==> config.mk <==
export PLATFORM = sky130hd
export DESIGN_NAME = percent_escape_decoder
export DESIGN_NICKNAME = d
export VERILOG_FILES = /design/src/sv/ped_pkg.sv /design/src/sv/ped_front.sv /design/src/sv/ped_queue.sv /design/src/sv/ped_back.sv /design/src/sv/percent_escape_decoder.sv
export SDC_FILE = /design/constraint.sdc
export NUM_CORES = 1
export LEC_CHECK = 0
export ABC_AREA = 1
export ABC_CLOCK_PERIOD_IN_PS = 4820
export BUFFER_PORTS_ARGS = -buffer_cell sky130_fd_sc_hd__buf_4
export CORE_UTILIZATION = 50
export DETAILED_ROUTE_END_ITERATION = 8
export PLACE_DENSITY = 0.78
export SETUP_SLACK_MARGIN = 0.1
export SYNTH_ARGS = -nofsm -noshare
export SYNTH_HDL_FRONTEND = slang
export SYNTH_HIERARCHICAL = 1
export SYNTH_SLANG_ARGS = --single-unit
export TNS_END_PERCENT = 5
==> constraint.sdc <==
create_clock -name clock -period 4.82 [get_ports clock]
set_clock_uncertainty 0.2 [all_clocks]
set_input_delay 0.482 -clock clock [delete_from_list [all_inputs] [get_ports clock]]
set_output_delay 0.482 -clock clock [all_outputs]
set_load 0.01 [all_outputs]
==> src/sv/ped_pkg.sv <==
// Shared types, character constants and hex helpers for the percent escape decoder.
// Used by ped_front, ped_queue, ped_back and percent_escape_decoder; depends on nothing.
package ped_pkg;

   // Input beat: one raw byte of the encoded string and its end flag.
   typedef struct packed {
      logic [7:0] in_byte;
      logic       end_of_string;
   } req_type;

   // Result beat: one decoded byte or a bare end marker.
   typedef struct packed {
      logic [7:0] out_byte;
      logic       has_byte;
      logic       run_last;
      logic       string_done;
   } rsp_type;

   // Classified work for one accepted input item: up to two bytes to deliver.
   // A count of zero with done set stands for a bare end marker.
   typedef struct packed {
      logic [1:0] count;
      logic [7:0] byte0;
      logic [7:0] byte1;
      logic       done;
   } rec_type;

   // Escape phases.
   localparam logic [1:0] PHASE_IDLE  = 2'd0;
   localparam logic [1:0] PHASE_PCT   = 2'd1;
   localparam logic [1:0] PHASE_DIGIT = 2'd2;

   // Characters of interest.
   localparam logic [7:0] CHAR_PCT = 8'h25;
   localparam logic [7:0] CHAR_NUL = 8'h00;

   // Decoupling queue geometry (depth must be a power of two).
   localparam int QUEUE_DEPTH = 2;
   localparam int QUEUE_PTR_W = 1;
   localparam int QUEUE_CNT_W = 2;

   // True for 0-9, a-f and A-F.
   function automatic logic is_hex(input logic [7:0] c);
      return ((c >= 8'h30) && (c <= 8'h39)) || ((c >= 8'h61) && (c <= 8'h66)) ||
             ((c >= 8'h41) && (c <= 8'h46));
   endfunction

   // Nibble value of a hex digit character; zero for anything else.
   function automatic logic [3:0] hex_value(input logic [7:0] c);
      logic [7:0] v;
      v = 8'h00;
      if ((c >= 8'h30) && (c <= 8'h39)) begin
         v = c - 8'h30;
      end else if ((c >= 8'h61) && (c <= 8'h66)) begin
         v = c - 8'h57;
      end else if ((c >= 8'h41) && (c <= 8'h46)) begin
         v = c - 8'h37;
      end
      return v[3:0];
   endfunction

endpackage

==> src/sv/ped_front.sv <==
// Front end of the percent escape decoder: accepts input beats, tracks the escape
// state and classifies each item into a record of up to two bytes. Depends on ped_pkg.
module ped_front (
   input  logic             clock,
   input  logic             reset,
   input  logic             req_push,
   input  ped_pkg::req_type req_data,
   input  logic             queue_full,
   output logic             rec_push,
   output ped_pkg::rec_type rec_data
);

   logic [1:0] phase_ff, phase_in;
   logic [7:0] held_ff, held_in;
   logic       term_ff, term_in;

   logic       accept;
   logic [7:0] b;
   logic       b_hex;
   logic       a_vld, b_vld, f_vld;
   logic [7:0] a_val, b_val, f_val;
   logic [1:0] mid_phase;
   logic [7:0] mid_held;
   logic       mid_term;

   assign accept = req_push && !queue_full;
   assign b      = req_data.in_byte;
   assign b_hex  = ped_pkg::is_hex(b);

   // Feed the byte through the escape state; up to two emits in order (first, second).
   always_comb begin
      a_vld     = 1'b0;
      a_val     = held_ff;
      b_vld     = 1'b0;
      b_val     = b;
      mid_phase = phase_ff;
      mid_held  = held_ff;
      mid_term  = term_ff;
      if (!term_ff) begin
         if (b == ped_pkg::CHAR_NUL) begin
            // The terminator flushes a held digit and drops a held '%'.
            a_vld     = (phase_ff == ped_pkg::PHASE_DIGIT);
            mid_phase = ped_pkg::PHASE_IDLE;
            mid_held  = 8'h00;
            mid_term  = 1'b1;
         end else begin
            case (phase_ff)
               ped_pkg::PHASE_PCT: begin
                  if (b_hex) begin
                     mid_held  = b;
                     mid_phase = ped_pkg::PHASE_DIGIT;
                  end else begin
                     b_vld     = (b != ped_pkg::CHAR_PCT);
                     mid_phase = (b == ped_pkg::CHAR_PCT) ? ped_pkg::PHASE_PCT
                                                          : ped_pkg::PHASE_IDLE;
                  end
               end
               ped_pkg::PHASE_DIGIT: begin
                  a_vld    = 1'b1;
                  mid_held = 8'h00;
                  if (b_hex) begin
                     a_val     = {ped_pkg::hex_value(held_ff), ped_pkg::hex_value(b)};
                     mid_phase = ped_pkg::PHASE_IDLE;
                  end else begin
                     b_vld     = (b != ped_pkg::CHAR_PCT);
                     mid_phase = (b == ped_pkg::CHAR_PCT) ? ped_pkg::PHASE_PCT
                                                          : ped_pkg::PHASE_IDLE;
                  end
               end
               default: begin
                  b_vld     = (b != ped_pkg::CHAR_PCT);
                  mid_phase = (b == ped_pkg::CHAR_PCT) ? ped_pkg::PHASE_PCT
                                                       : ped_pkg::PHASE_IDLE;
               end
            endcase
         end
      end
   end

   // End flag flushes a digit still held after the byte; it only arises with no other emit.
   assign f_vld = req_data.end_of_string && (mid_phase == ped_pkg::PHASE_DIGIT);
   assign f_val = mid_held;

   // Compact the emits into the record and decide whether it goes to the queue.
   always_comb begin
      rec_data.count = {1'b0, a_vld} + {1'b0, b_vld} + {1'b0, f_vld};
      rec_data.byte0 = a_vld ? a_val : (b_vld ? b_val : f_val);
      rec_data.byte1 = a_vld ? (b_vld ? b_val : f_val) : f_val;
      rec_data.done  = req_data.end_of_string;
      rec_push       = accept && ((rec_data.count != 2'd0) || req_data.end_of_string);
   end

   // Next escape state; the end flag returns everything to its reset values.
   always_comb begin
      phase_in = phase_ff;
      held_in  = held_ff;
      term_in  = term_ff;
      if (accept) begin
         if (req_data.end_of_string) begin
            phase_in = ped_pkg::PHASE_IDLE;
            held_in  = 8'h00;
            term_in  = 1'b0;
         end else begin
            phase_in = mid_phase;
            held_in  = mid_held;
            term_in  = mid_term;
         end
      end
   end

   always_ff @(posedge clock) begin
      if (reset) begin
         phase_ff <= ped_pkg::PHASE_IDLE;
         held_ff  <= 8'h00;
         term_ff  <= 1'b0;
      end else begin
         phase_ff <= phase_in;
         held_ff  <= held_in;
         term_ff  <= term_in;
      end
   end

endmodule

==> src/sv/ped_queue.sv <==
// Short record queue that decouples the front end from the back end.
// Depends on ped_pkg for the record type and queue geometry.
module ped_queue (
   input  logic             clock,
   input  logic             reset,
   input  logic             push,
   input  ped_pkg::rec_type push_data,
   input  logic             pop,
   output ped_pkg::rec_type head_data,
   output logic             empty,
   output logic             full
);

   ped_pkg::rec_type                   slot_ff [ped_pkg::QUEUE_DEPTH];
   logic [ped_pkg::QUEUE_PTR_W-1:0]    wr_ptr_ff, wr_ptr_in;
   logic [ped_pkg::QUEUE_PTR_W-1:0]    rd_ptr_ff, rd_ptr_in;
   logic [ped_pkg::QUEUE_CNT_W-1:0]    count_ff, count_in;
   logic                               do_push, do_pop;

   assign empty     = (count_ff == '0);
   assign full      = (count_ff == ped_pkg::QUEUE_CNT_W'(ped_pkg::QUEUE_DEPTH));
   assign do_push   = push && !full;
   assign do_pop    = pop && !empty;
   assign head_data = slot_ff[rd_ptr_ff];

   // Pointer and occupancy update.
   always_comb begin
      wr_ptr_in = do_push ? wr_ptr_ff + 1'b1 : wr_ptr_ff;
      rd_ptr_in = do_pop  ? rd_ptr_ff + 1'b1 : rd_ptr_ff;
      count_in  = count_ff;
      if (do_push && !do_pop) begin
         count_in = count_ff + 1'b1;
      end else if (do_pop && !do_push) begin
         count_in = count_ff - 1'b1;
      end
   end

   always_ff @(posedge clock) begin
      if (reset) begin
         wr_ptr_ff <= '0;
         rd_ptr_ff <= '0;
         count_ff  <= '0;
      end else begin
         wr_ptr_ff <= wr_ptr_in;
         rd_ptr_ff <= rd_ptr_in;
         count_ff  <= count_in;
      end
   end

   // Record storage needs no reset.
   always_ff @(posedge clock) begin
      if (do_push) begin
         slot_ff[wr_ptr_ff] <= push_data;
      end
   end

endmodule

==> src/sv/ped_back.sv <==
// Back end of the percent escape decoder: splits queued records into result beats
// and holds them in the output register. Depends on ped_pkg.
module ped_back (
   input  logic             clock,
   input  logic             reset,
   input  ped_pkg::rec_type head_data,
   input  logic             queue_empty,
   output logic             queue_pop,
   input  logic             rsp_pop,
   output logic             rsp_empty,
   output ped_pkg::rsp_type rsp_data
);

   logic             out_valid_ff, out_valid_in;
   ped_pkg::rsp_type out_data_ff, out_data_in;
   logic             idx_ff, idx_in;
   logic             load;
   logic             is_last;

   assign rsp_empty = !out_valid_ff;
   assign rsp_data  = out_data_ff;
   assign load      = !queue_empty && (!out_valid_ff || rsp_pop);

   // Build the beat for the current byte of the head record.
   always_comb begin
      is_last                 = (head_data.count != 2'd2) || idx_ff;
      out_data_in.out_byte    = idx_ff ? head_data.byte1 : head_data.byte0;
      out_data_in.has_byte    = (head_data.count != 2'd0);
      out_data_in.run_last    = is_last;
      out_data_in.string_done = is_last && head_data.done;
      queue_pop               = load && is_last;
   end

   // Output register and byte index control.
   always_comb begin
      out_valid_in = out_valid_ff;
      idx_in       = idx_ff;
      if (load) begin
         out_valid_in = 1'b1;
         idx_in       = !is_last;
      end else if (rsp_pop) begin
         out_valid_in = 1'b0;
      end
   end

   always_ff @(posedge clock) begin
      if (reset) begin
         out_valid_ff <= 1'b0;
         idx_ff       <= 1'b0;
      end else begin
         out_valid_ff <= out_valid_in;
         idx_ff       <= idx_in;
      end
   end

   always_ff @(posedge clock) begin
      if (load) begin
         out_data_ff <= out_data_in;
      end
   end

endmodule

==> src/sv/percent_escape_decoder.sv <==
// Top level of the percent escape decoder: front end, record queue and back end.
// Depends on ped_pkg, ped_front, ped_queue and ped_back.
//
// Usage: raw bytes enter as beats on the req_ queue port (push while full is low);
// decoded bytes leave on the rsp_ queue port (data valid while empty is low, pop
// takes it). A '%' with two hex digits becomes one byte, a broken escape drops
// only the '%', and a zero byte ends the string; end_of_string closes it and
// returns the decoder to its reset state for the next string.
// Each input item yields zero, one or two result beats; run_last marks the last
// of them and string_done the final beat of a string. An end flag on an item
// with no data gives one bare end marker (has_byte low).
// Path: an accepted item is written into the record queue, then loaded into the
// output register, from which its result beats are visible.
// Throughput: one item per cycle while rsp_pop keeps up, limited by the single output
// register which delivers one beat per cycle, so items that yield two bytes slow it.
// Stalls: when pop stays low, the output register holds one beat and the
// two-entry record queue fills behind it; full then stays high until pop
// resumes, and no beat is lost. Reset empties the queue and the output register
// and clears the escape state.
module percent_escape_decoder (
   input  logic             clock,
   input  logic             reset,
   input  logic             req_push,
   output logic             req_full,
   input  ped_pkg::req_type req_data,
   output logic             rsp_empty,
   input  logic             rsp_pop,
   output ped_pkg::rsp_type rsp_data
);

   logic             rec_push;
   ped_pkg::rec_type rec_data;
   ped_pkg::rec_type head_data;
   logic             queue_empty;
   logic             queue_pop;

   ped_front u_front (
      .clock      (clock),
      .reset      (reset),
      .req_push   (req_push),
      .req_data   (req_data),
      .queue_full (req_full),
      .rec_push   (rec_push),
      .rec_data   (rec_data)
   );

   ped_queue u_queue (
      .clock     (clock),
      .reset     (reset),
      .push      (rec_push),
      .push_data (rec_data),
      .pop       (queue_pop),
      .head_data (head_data),
      .empty     (queue_empty),
      .full      (req_full)
   );

   ped_back u_back (
      .clock       (clock),
      .reset       (reset),
      .head_data   (head_data),
      .queue_empty (queue_empty),
      .queue_pop   (queue_pop),
      .rsp_pop     (rsp_pop),
      .rsp_empty   (rsp_empty),
      .rsp_data    (rsp_data)
   );

`ifndef SYNTHESIS
   // The end of a string always closes the run of its item.
   a_done_is_last: assert property (@(posedge clock) disable iff (reset)
      (!rsp_empty && rsp_data.string_done) |-> rsp_data.run_last)
      else $error("string_done without run_last");

   // A beat without data is only ever the bare end marker.
   a_bare_is_end: assert property (@(posedge clock) disable iff (reset)
      (!rsp_empty && !rsp_data.has_byte) |-> (rsp_data.string_done && rsp_data.run_last))
      else $error("bare beat that is not an end marker");

   // The second byte of a two-byte item follows its first without a gap.
   a_run_continues: assert property (@(posedge clock) disable iff (reset)
      (!rsp_empty && rsp_pop && !rsp_data.run_last) |=> !rsp_empty)
      else $error("run broken after a non-final beat");
`endif

endmodule
==> reports/results.txt, run 1 <==
Drt pass-1 iters: 4
Power Density: 418 nW/um^2
Yosys warns: 6
Worst path max stage delay: 530 ps
Clk slew on worst S/H paths: 80 ps
Commonest non-fill, non-tap cell in the layout: nand2_1
Cell variety after synth: 41
CP arrival: 3480 ps
Ant. Diodes: 0
Ys flop type: edfxtp_1
Sequential fraction of the synthesis area: 47.3%
Fin crit share: 70.7%
Setup Slack @ Placement: 1140 ps
Max frequency: 0.293 GHz
Final nets: 499
Max-Cap Viols: 0
Max VDD drop: 156 uV
Layer with the highest usage: met2
Number of global-route vias before repair: 2857
Tmin final: 3410 ps
FF+latch area: 1830 um^2
Leakage: 1.88 nW
Initial antenna violation count: 0
Mean Syn Cell Area: 8.72 um^2
Crit-path max FO: 7
Cts hold-fix bufs: 0
Most frequent cells in the layout: nand2_1 (141), edfxtp_1 (49), inv_1 (47), nand3_1 (34), buf_4 (29)
Area grow syn2layout: 12.2%
Final hold vios: 0
Via count: 3022
Slew Viols, Final: 0
DRC viols: 0
GR Util met3: 2.88%
Total negative slack: 0 ps
Cells after Synth: 444
Mapped Nets: 468
Die width: 90.0 um
CP endpoint kind: register
Critical Setup Path Class: in -> reg
Setup ws final: 1410 ps
Area of the multi-input gates: 1760 um^2
Die height: 90.0 um
Part of the power in registers: 47.8%
Detail Placement HPWL: 6100 um
Hold Crit Class: in -> reg
Core area: 7370 um^2
Share of layout cells above drive strength 1: 19.8%
GRT Resource Usage Total: 21.0%
CTS tree: yes
Relative slew slack: 30.5%
Num CTS Buffers: 9
Routed wire length: 8200 um
CP startpoint kind: input port
Slowest CP cell: fa_1
CP Cell Sequence: buf_4 -> inv_1 -> ha_1 -> inv_1 -> nand3_1 -> nand3_2 -> nand2_4 -> nand2_4 -> inv_2 -> nand2_1 -> o21ai_0 -> nand2_1 -> fa_1 -> a31oi_1 -> o21ai_2 -> inv_1 -> ha_1 -> inv_1 -> nand3_1 -> nand2_1 -> inv_1 -> nor2_1
Grt ovf: 0
CP dominant cell by count: inv_1
Met1 usage: 27.0%
Clock Power Share: 25.3%
FF+latch count, synth: 67
Initial core utilization: 52.5%
Worst-margin pin slew: 1040 ps
I/O pin cnt: 26
Power Internal: 1.25 mW
Post-synth EDFFs: 49
Clock tree buffer depth: 2
M2 GR Usage: 35.5%
Port Buffers: 25
Mapped Area: 3870 um^2
CTS sink count: 67
Vias per cell: 5.22
Core Util, Final: 58.9%
Die area: 8100 um^2
Placer Congestion: 0.947
CP required: 4890 ps
First-pass GRT wire length: 13400 um
Clk root buf: clkbuf_8
Postcts setup bufs: 0
Post-CTS Resized: 0
Gate power share: 26.9%
Status: complete, no violations
Routed len/inst: 14.2 um
Fillers: 680
Sw Ratio: 31.1%
Site row count: 31
Share of flip-flops with an asynchronous set or reset: 0%
H-tree levels: 3
Worst path top cell family by delay: adder cells
Setup violators final: 0
Final ANT Viol Nets: 0
RSZ-0062 raised after global routing: false
Largest net degree at the start of global routing: 20
Skew-Pair Late Insertion Delay: 330 ps
Worst Path Buf+Inv: 7
Switching Power: 565 uW
Drt initial violations: 178
[per-layer routing]
metal,vias up,part of all wire (%)
met2,96,49
met5,-,0
met4,0,2.1
met3,14,5.4
li1,1534,-
met1,1378,44
[cells by family after synthesis]
family	Yosys count	share of synthesized area, %
mux	19	6.50
compound gates	52	7.72
fa+ha+maj	11	3.75
xor+xnor	3	0.679
flops	67	47.3
simple gates	229	26.8
buf+inv	63	7.21
[flip-flops by register name, indices dropped and copies added, names as in the netlist, named ones only]
register / cells
u_back/idx_ff: 1
u_back/out_valid_ff: 1
u_back/rsp_data: 11
u_front/held_ff: 8
u_front/phase_ff: 2
u_front/term_ff: 1
u_queue/count_ff: 2
u_queue/rd_ptr_ff: 1
u_queue/slot_ff: 38
u_queue/wr_ptr_ff: 1
[per-stage QoR]
stage | hold WS, ps | power [mW] | std cells | instance area [um^2]
4_1_cts | 150 | 1.83 | 579 | 4340
5_1_grt | 159 | 1.91 | 579 | 4340
3_3_place_gp | 281 | 1.35 | 563 | 4140
6_report | 162 | 1.81 | 579 | 4340
2_1_floorplan | 262 | 1.23 | 444 | 3870
3_5_place_dp | 290 | 1.37 | 563 | 4140
[cells in the mapped netlist (3+ instances only)]
cell type,instances,area [um^2]
a21oi_1,19,95.1
clkbuf_1,5,18.8
dfxtp_1,18,360
edfxtp_1,49,1470
ha_1,10,125
inv_1,47,176
inv_2,4,15.0
mux2_2,9,101
mux2_4,10,150
nand2_1,141,529
nand2_2,6,37.5
nand2_4,3,33.8
nand3_1,34,170
nor2_1,26,97.6
nor2_2,5,31.3
nor3_1,3,15.0
o211ai_1,5,37.5
o21ai_0,12,60.1
o21ai_1,6,30.0
o21ai_2,3,26.3
xor2_1,3,26.3
[layout make-up]
type                    instances  area share, %
clock buffers                   9           2.85
well taps                      99           2.85
clock inverters                 7           1.76
multi-input cells             314           40.5
repair buffers                 29           5.01
inverters                      54           4.84
flip-flops and latches         67           42.2
[power groups by stage]
stage               clock network, mW  registers (mW)  logic (mW)
floorplan                           0           0.848       0.381
global placement                    0           0.875       0.473
detailed placement                  0           0.881       0.489
CTS                             0.470           0.871       0.492
global route                    0.496           0.883       0.536
finish                          0.460           0.867       0.488
[path summary, 6_finish.rpt]
kind | from | end | slack (ps) | depth (start not counted)
worst min-delay path | req_data[0] | u_queue/slot_ff[1][0] | 160 | 1
worst min register to register | u_front/phase_ff[0] | u_front/phase_ff[0] | 300 | 2
worst max register to register | u_front/phase_ff[0] | u_queue/count_ff[1] | 1650 | 18
worst max-delay path | req_data[2] | u_queue/count_ff[1] | 1410 | 22
Note: power is estimated with default switching activity, not from simulation.
==> inputs of run 2 (changes only) <==
--- a/config.mk
+++ b/config.mk
@@ -6,7 +6,7 @@
 export NUM_CORES = 1
 export LEC_CHECK = 0
 export ABC_AREA = 1
-export ABC_CLOCK_PERIOD_IN_PS = 4820
+export ABC_CLOCK_PERIOD_IN_PS = 3350
 export BUFFER_PORTS_ARGS = -buffer_cell sky130_fd_sc_hd__buf_4
 export CORE_UTILIZATION = 50
 export DETAILED_ROUTE_END_ITERATION = 8
==> constraint.sdc (replaced) <==
create_clock -name clock -period 3.35 [get_ports clock]
set_clock_uncertainty 0.2 [all_clocks]
set_input_delay 0.335 -clock clock [delete_from_list [all_inputs] [get_ports clock]]
set_output_delay 0.335 -clock clock [all_outputs]
set_load 0.01 [all_outputs]
==> reports/results.txt, run 2 (synthesized netlist as in run 1, its figures left out) <==
Status: complete, no violations
Max-Cap Viols: 0
Worst-margin pin slew: 671 ps
Site row count: 31
Tmin final: 3000 ps
CP Cell Sequence: inv_1 -> ha_1 -> nor2_2 -> nand2_1 -> nand3_1 -> o21ai_1 -> nor2_1 -> nand2_1 -> fa_1 -> a31oi_1 -> o21ai_2 -> inv_1 -> ha_1 -> inv_1 -> nand3_1 -> nand2_1 -> inv_1 -> nor2_1
Worst path top cell family by delay: adder cells
Hold WS: 70.9 ps
Skew-Pair Late Insertion Delay: 340 ps
CTS tree: yes
Via count: 3069
Vias per cell: 5.22
Port Buffers: 25
Initial antenna violation count: 0
Crit-path max FO: 4
Die area: 8100 um^2
RSZ-0062 raised after global routing: false
Slew Viols, Final: 0
Largest net degree at the start of global routing: 20
CP dominant cell by count: inv_1
Fin crit share: 89.7%
Detail Placement HPWL: 6300 um
Worst Path Buf+Inv: 4
First-pass GRT wire length: 13800 um
Critical R2R Launch: u_front/phase_ff[1]
Hold path depth: 2
Number of flip-flops in the largest register: 38
Final ANT Viol Nets: 0
Crit. Startpoint: u_front/phase_ff[1]
CTS sink count: 67
Routed len/inst: 14.4 um
Share of layout cells above drive strength 1: 22.3%
RR Endpoint: u_queue/count_ff[1]
Number of global-route vias before repair: 2931
Hold-critical path endpoint: u_back/out_valid_ff
Final hold vios: 0
Final nets: 508
Clk root buf: clkbuf_8
Grt ovf: 0
Total negative slack: 0 ps
Routed length on met3: 454 um
Top Layer Used: met4
Max frequency: 0.333 GHz
CP arrival: 3090 ps
Initial core utilization: 52.5%
WL met2: 4020 um
H-tree levels: 3
Most frequent cells in the layout: nand2_1 (141), edfxtp_1 (49), inv_1 (46), buf_4 (35), nand3_1 (34)
DRC viols: 0
Num CTS Buffers: 9
Hold wc startpoint: reset
CP startpoint kind: register
Worst path max stage delay: 510 ps
Placer Congestion: 0.943
Reg2reg setup slack: 350 ps
Routed wire length: 8470 um
Drt pass-1 iters: 5
CP endpoint kind: register
Drt initial violations: 211
I/O pin cnt: 26
GRT Resource Usage Total: 21.7%
Clock tree buffer depth: 2
CP required: 3430 ps
Worst Reg-to-Reg Cells: 18
Reg with most FFs: u_queue/slot_ff
Hold Crit Class: in -> reg
Setup violators final: 0
Relative slew slack: 55.1%
Die width: 90.0 um
Area grow syn2layout: 15.8%
Commonest non-fill, non-tap cell in the layout: nand2_1
Clk slew on worst S/H paths: 80 ps
Die height: 90.0 um
Critical Setup Path Class: reg -> reg
Slowest CP cell: fa_1
Routed met1 length: 3900 um
Leakage: 1.94 nW
Max VDD drop: 243 uV
Power Density: 609 nW/um^2
Ant. Diodes: 0
Core area: 7370 um^2
-- run 2: how the worst max path moves through the flow --
stage          slack, ps                    end  depth (start not counted)
6_report             350    u_queue/count_ff[1]                         18
2_1_floorplan         60  u_queue/slot_ff[0][0]                         15
5_1_grt              120    u_queue/count_ff[1]                         21
4_1_cts              130    u_queue/count_ff[1]                         18
3_5_place_dp          40    u_queue/count_ff[1]                         22
3_3_place_gp         120    u_queue/count_ff[1]                         21
-- run 2: what timing repair did --
| item | in CTS | in global routing |
|---|---|---|
| buffers inserted | 0 | 0 |
| hold buffers | 1 | 0 |
| resized for setup | 0 | 6 |
| endpoints found under the setup margin | 0 | 36 |
| endpoints found under the hold margin | 2 | 0 |
-- run 2: layout make-up --
cell class / instances / area, um^2
repair buffers: 38 / 313
well taps: 99 / 124
inverters: 54 / 210
clock inverters: 7 / 100
multi-input cells: 314 / 1780
clock buffers: 9 / 124
fillers: 644 / 2890
flip-flops and latches: 67 / 1830
-- run 2: layer usage --
layer  GRT usage (%)  up-vias
met5               0        -
met4            7.12        0
met3            4.65        7
met2            36.7       92
met1            27.9     1416
li1                -     1554
-- run 2: per-stage QoR --
step           worst slack [ps]  area [um^2]  power [mW]  instances  util (%)
4_1_cts                     134         4470        2.75        588      60.6
6_report                    345         4480        2.73        588      60.8
3_3_place_gp                121         4230        1.97        571      57.5
5_1_grt                     119         4480        2.88        588      60.8
3_5_place_dp               35.5         4230        2.00        571      57.5
2_1_floorplan              55.8         3880        1.77        444         -
-- run 2: power breakdown --
group	internal (mW)	switching, mW	total [mW]
clock network	0.424	0.326	0.750
registers	1.12	0.0866	1.20
logic	0.353	0.423	0.776
total	1.90	0.835	2.73
==> inputs of run 3 (changes only) <==
--- a/config.mk
+++ b/config.mk
@@ -6,7 +6,7 @@
 export NUM_CORES = 1
 export LEC_CHECK = 0
 export ABC_AREA = 1
-export ABC_CLOCK_PERIOD_IN_PS = 3350
+export ABC_CLOCK_PERIOD_IN_PS = 3700
 export BUFFER_PORTS_ARGS = -buffer_cell sky130_fd_sc_hd__buf_4
 export CORE_UTILIZATION = 50
 export DETAILED_ROUTE_END_ITERATION = 8
==> constraint.sdc (replaced) <==
create_clock -name clock -period 3.7 [get_ports clock]
set_clock_uncertainty 0.2 [all_clocks]
set_input_delay 0.37 -clock clock [delete_from_list [all_inputs] [get_ports clock]]
set_output_delay 0.37 -clock clock [all_outputs]
set_load 0.01 [all_outputs]
==> reports/results.txt, run 3 (synthesized netlist as in run 1, its figures left out) <==
Site row count: 31
Fin crit share: 87.8%
Final hold vios: 0
Num CTS Buffers: 9
CP startpoint kind: input port
Worst path top cell family by delay: adder cells
CP Cell Sequence: buf_4 -> inv_1 -> ha_1 -> inv_1 -> nand3_1 -> nand3_2 -> nand2_4 -> nand2_4 -> inv_2 -> nand2_1 -> o21ai_0 -> nand2_1 -> fa_1 -> a31oi_1 -> o21ai_2 -> inv_1 -> ha_1 -> inv_1 -> nand3_1 -> nand2_1 -> inv_1 -> nor2_1
Detail Placement HPWL: 6210 um
Largest net degree at the start of global routing: 20
Reg with most FFs: u_queue/slot_ff
Worst Path Buf+Inv: 7
Drt initial violations: 184
Skew-Pair Late Insertion Delay: 340 ps
Clk root buf: clkbuf_8
Postcts setup bufs: 0
Leakage: 1.90 nW
Reg2reg setup slack: 570 ps
Area grow syn2layout: 13.3%
Post-CTS Resized: 0
Hold-critical path endpoint: u_queue/slot_ff[1][0]
Max frequency: 0.308 GHz
CP required: 3780 ps
Crit-path max FO: 7
Routed len/inst: 14.4 um
Status: complete, no violations
Worst-margin pin slew: 662 ps
FF+latch area: 1830 um^2
Number of global-route vias before repair: 3025
Clock tree buffer depth: 2
Final Non-Filler Cells: 580
Post-DP Area: 4180 um^2
Relative slew slack: 55.7%
CTS tree: yes
Worst Reg-to-Reg Cells: 18
Vias per cell: 5.33
CTS sink count: 67
I/O pin cnt: 26
Tmin final: 3250 ps
Hold path depth: 1
Routed wire length: 8370 um
Via count: 3089
Critical R2R Launch: u_front/phase_ff[0]
Initial antenna violation count: 0
DRC viols: 0
CP dominant cell by count: inv_1
Fillers: 642
Max VDD drop: 226 uV
Hold wc startpoint: req_data[0]
Worst path max stage delay: 530 ps
Share of layout cells above drive strength 1: 20.0%
Area of the multi-input gates: 1760 um^2
Die height: 90.0 um
Slowest CP cell: fa_1
Cts hold-fix bufs: 0
Hold Crit Class: in -> reg
Drt pass-1 iters: 5
GRT Resource Usage Total: 22.2%
Core area: 7370 um^2
Number of flip-flops in the largest register: 38
Port Buffers: 25
Final nets: 500
Total negative slack: 0 ps
CP endpoint kind: register
Die area: 8100 um^2
RR Endpoint: u_queue/count_ff[1]
Max-Cap Viols: 0
Design area: 4380 um^2
Most frequent cells in the layout: nand2_1 (141), edfxtp_1 (49), inv_1 (47), nand3_1 (34), buf_4 (28)
RSZ-0062 raised after global routing: false
Final ANT Viol Nets: 0
Clk slew on worst S/H paths: 80 ps
Commonest non-fill, non-tap cell in the layout: nand2_1
Slew Viols, Final: 0
Grt ovf: 0
Power Density: 551 nW/um^2
Total Power: 2.42 mW
Setup violators final: 0
Initial core utilization: 52.5%
Placer Congestion: 0.919
Ant. Diodes: 0
First-pass GRT wire length: 14100 um
Die width: 90.0 um
Critical Setup Path Class: in -> reg
Post-placement cell count: 564
CP arrival: 3330 ps
H-tree levels: 3
## run 3: changes by cell type in the layout (fill, tap and decap cells not counted), sizes merged
cell	before	now
buf	37	30
clkinv	5	3
inv	54	56
bufinv	2	1
clkinvlp	0	1
dlygate4sd3	1	0
## run 3: per-layer routing
layer | up-vias | wire length [um] | track usage [%]
met2 | 102 | 4110 | 37.7
met3 | 16 | 405 | 5.58
li1 | 1534 | - | -
met4 | 0 | 171 | 9.27
met5 | - | 0 | 0
met1 | 1437 | 3680 | 26.9
## run 3: area by class of cell
type / count / share of cell area [%]
Tap cell: 99 / 2.83
Inverter: 54 / 4.79
Multi-Input combinational cell: 314 / 40.2
Timing Repair Buffer: 30 / 5.71
Clock buffer: 9 / 2.83
Sequential cell: 67 / 41.8
Clock inverter: 7 / 1.91
## run 3: worst max path at each step
stage / from / to / slack, ps / cells past startpoint
floorplan: req_data[2] / u_queue/slot_ff[1][0] / 70 / 15
global placement: req_data[2] / u_queue/count_ff[1] / 310 / 22
detailed placement: req_data[2] / u_queue/count_ff[1] / 150 / 22
CTS: req_data[2] / u_queue/count_ff[1] / 510 / 22
global route: req_data[2] / u_queue/count_ff[1] / 240 / 22
finish: req_data[2] / u_queue/count_ff[1] / 450 / 22
## run 3: per-stage QoR
stage,utilization [%],worst slack [ps],hold slack (ps)
finish,59.5,451,39.1
CTS,59.5,511,21.0
global placement,56.7,313,279
global route,59.5,236,15.6
floorplan,-,68.4,239
detailed placement,56.7,147,287
## run 3: where the power goes
part | internal, mW | switching, mW | leakage (nW)
logic | 0.316 | 0.384 | 1.19
registers | 1.01 | 0.0777 | 0.599
clock network | 0.323 | 0.303 | 0.102
total | 1.65 | 0.765 | 1.90
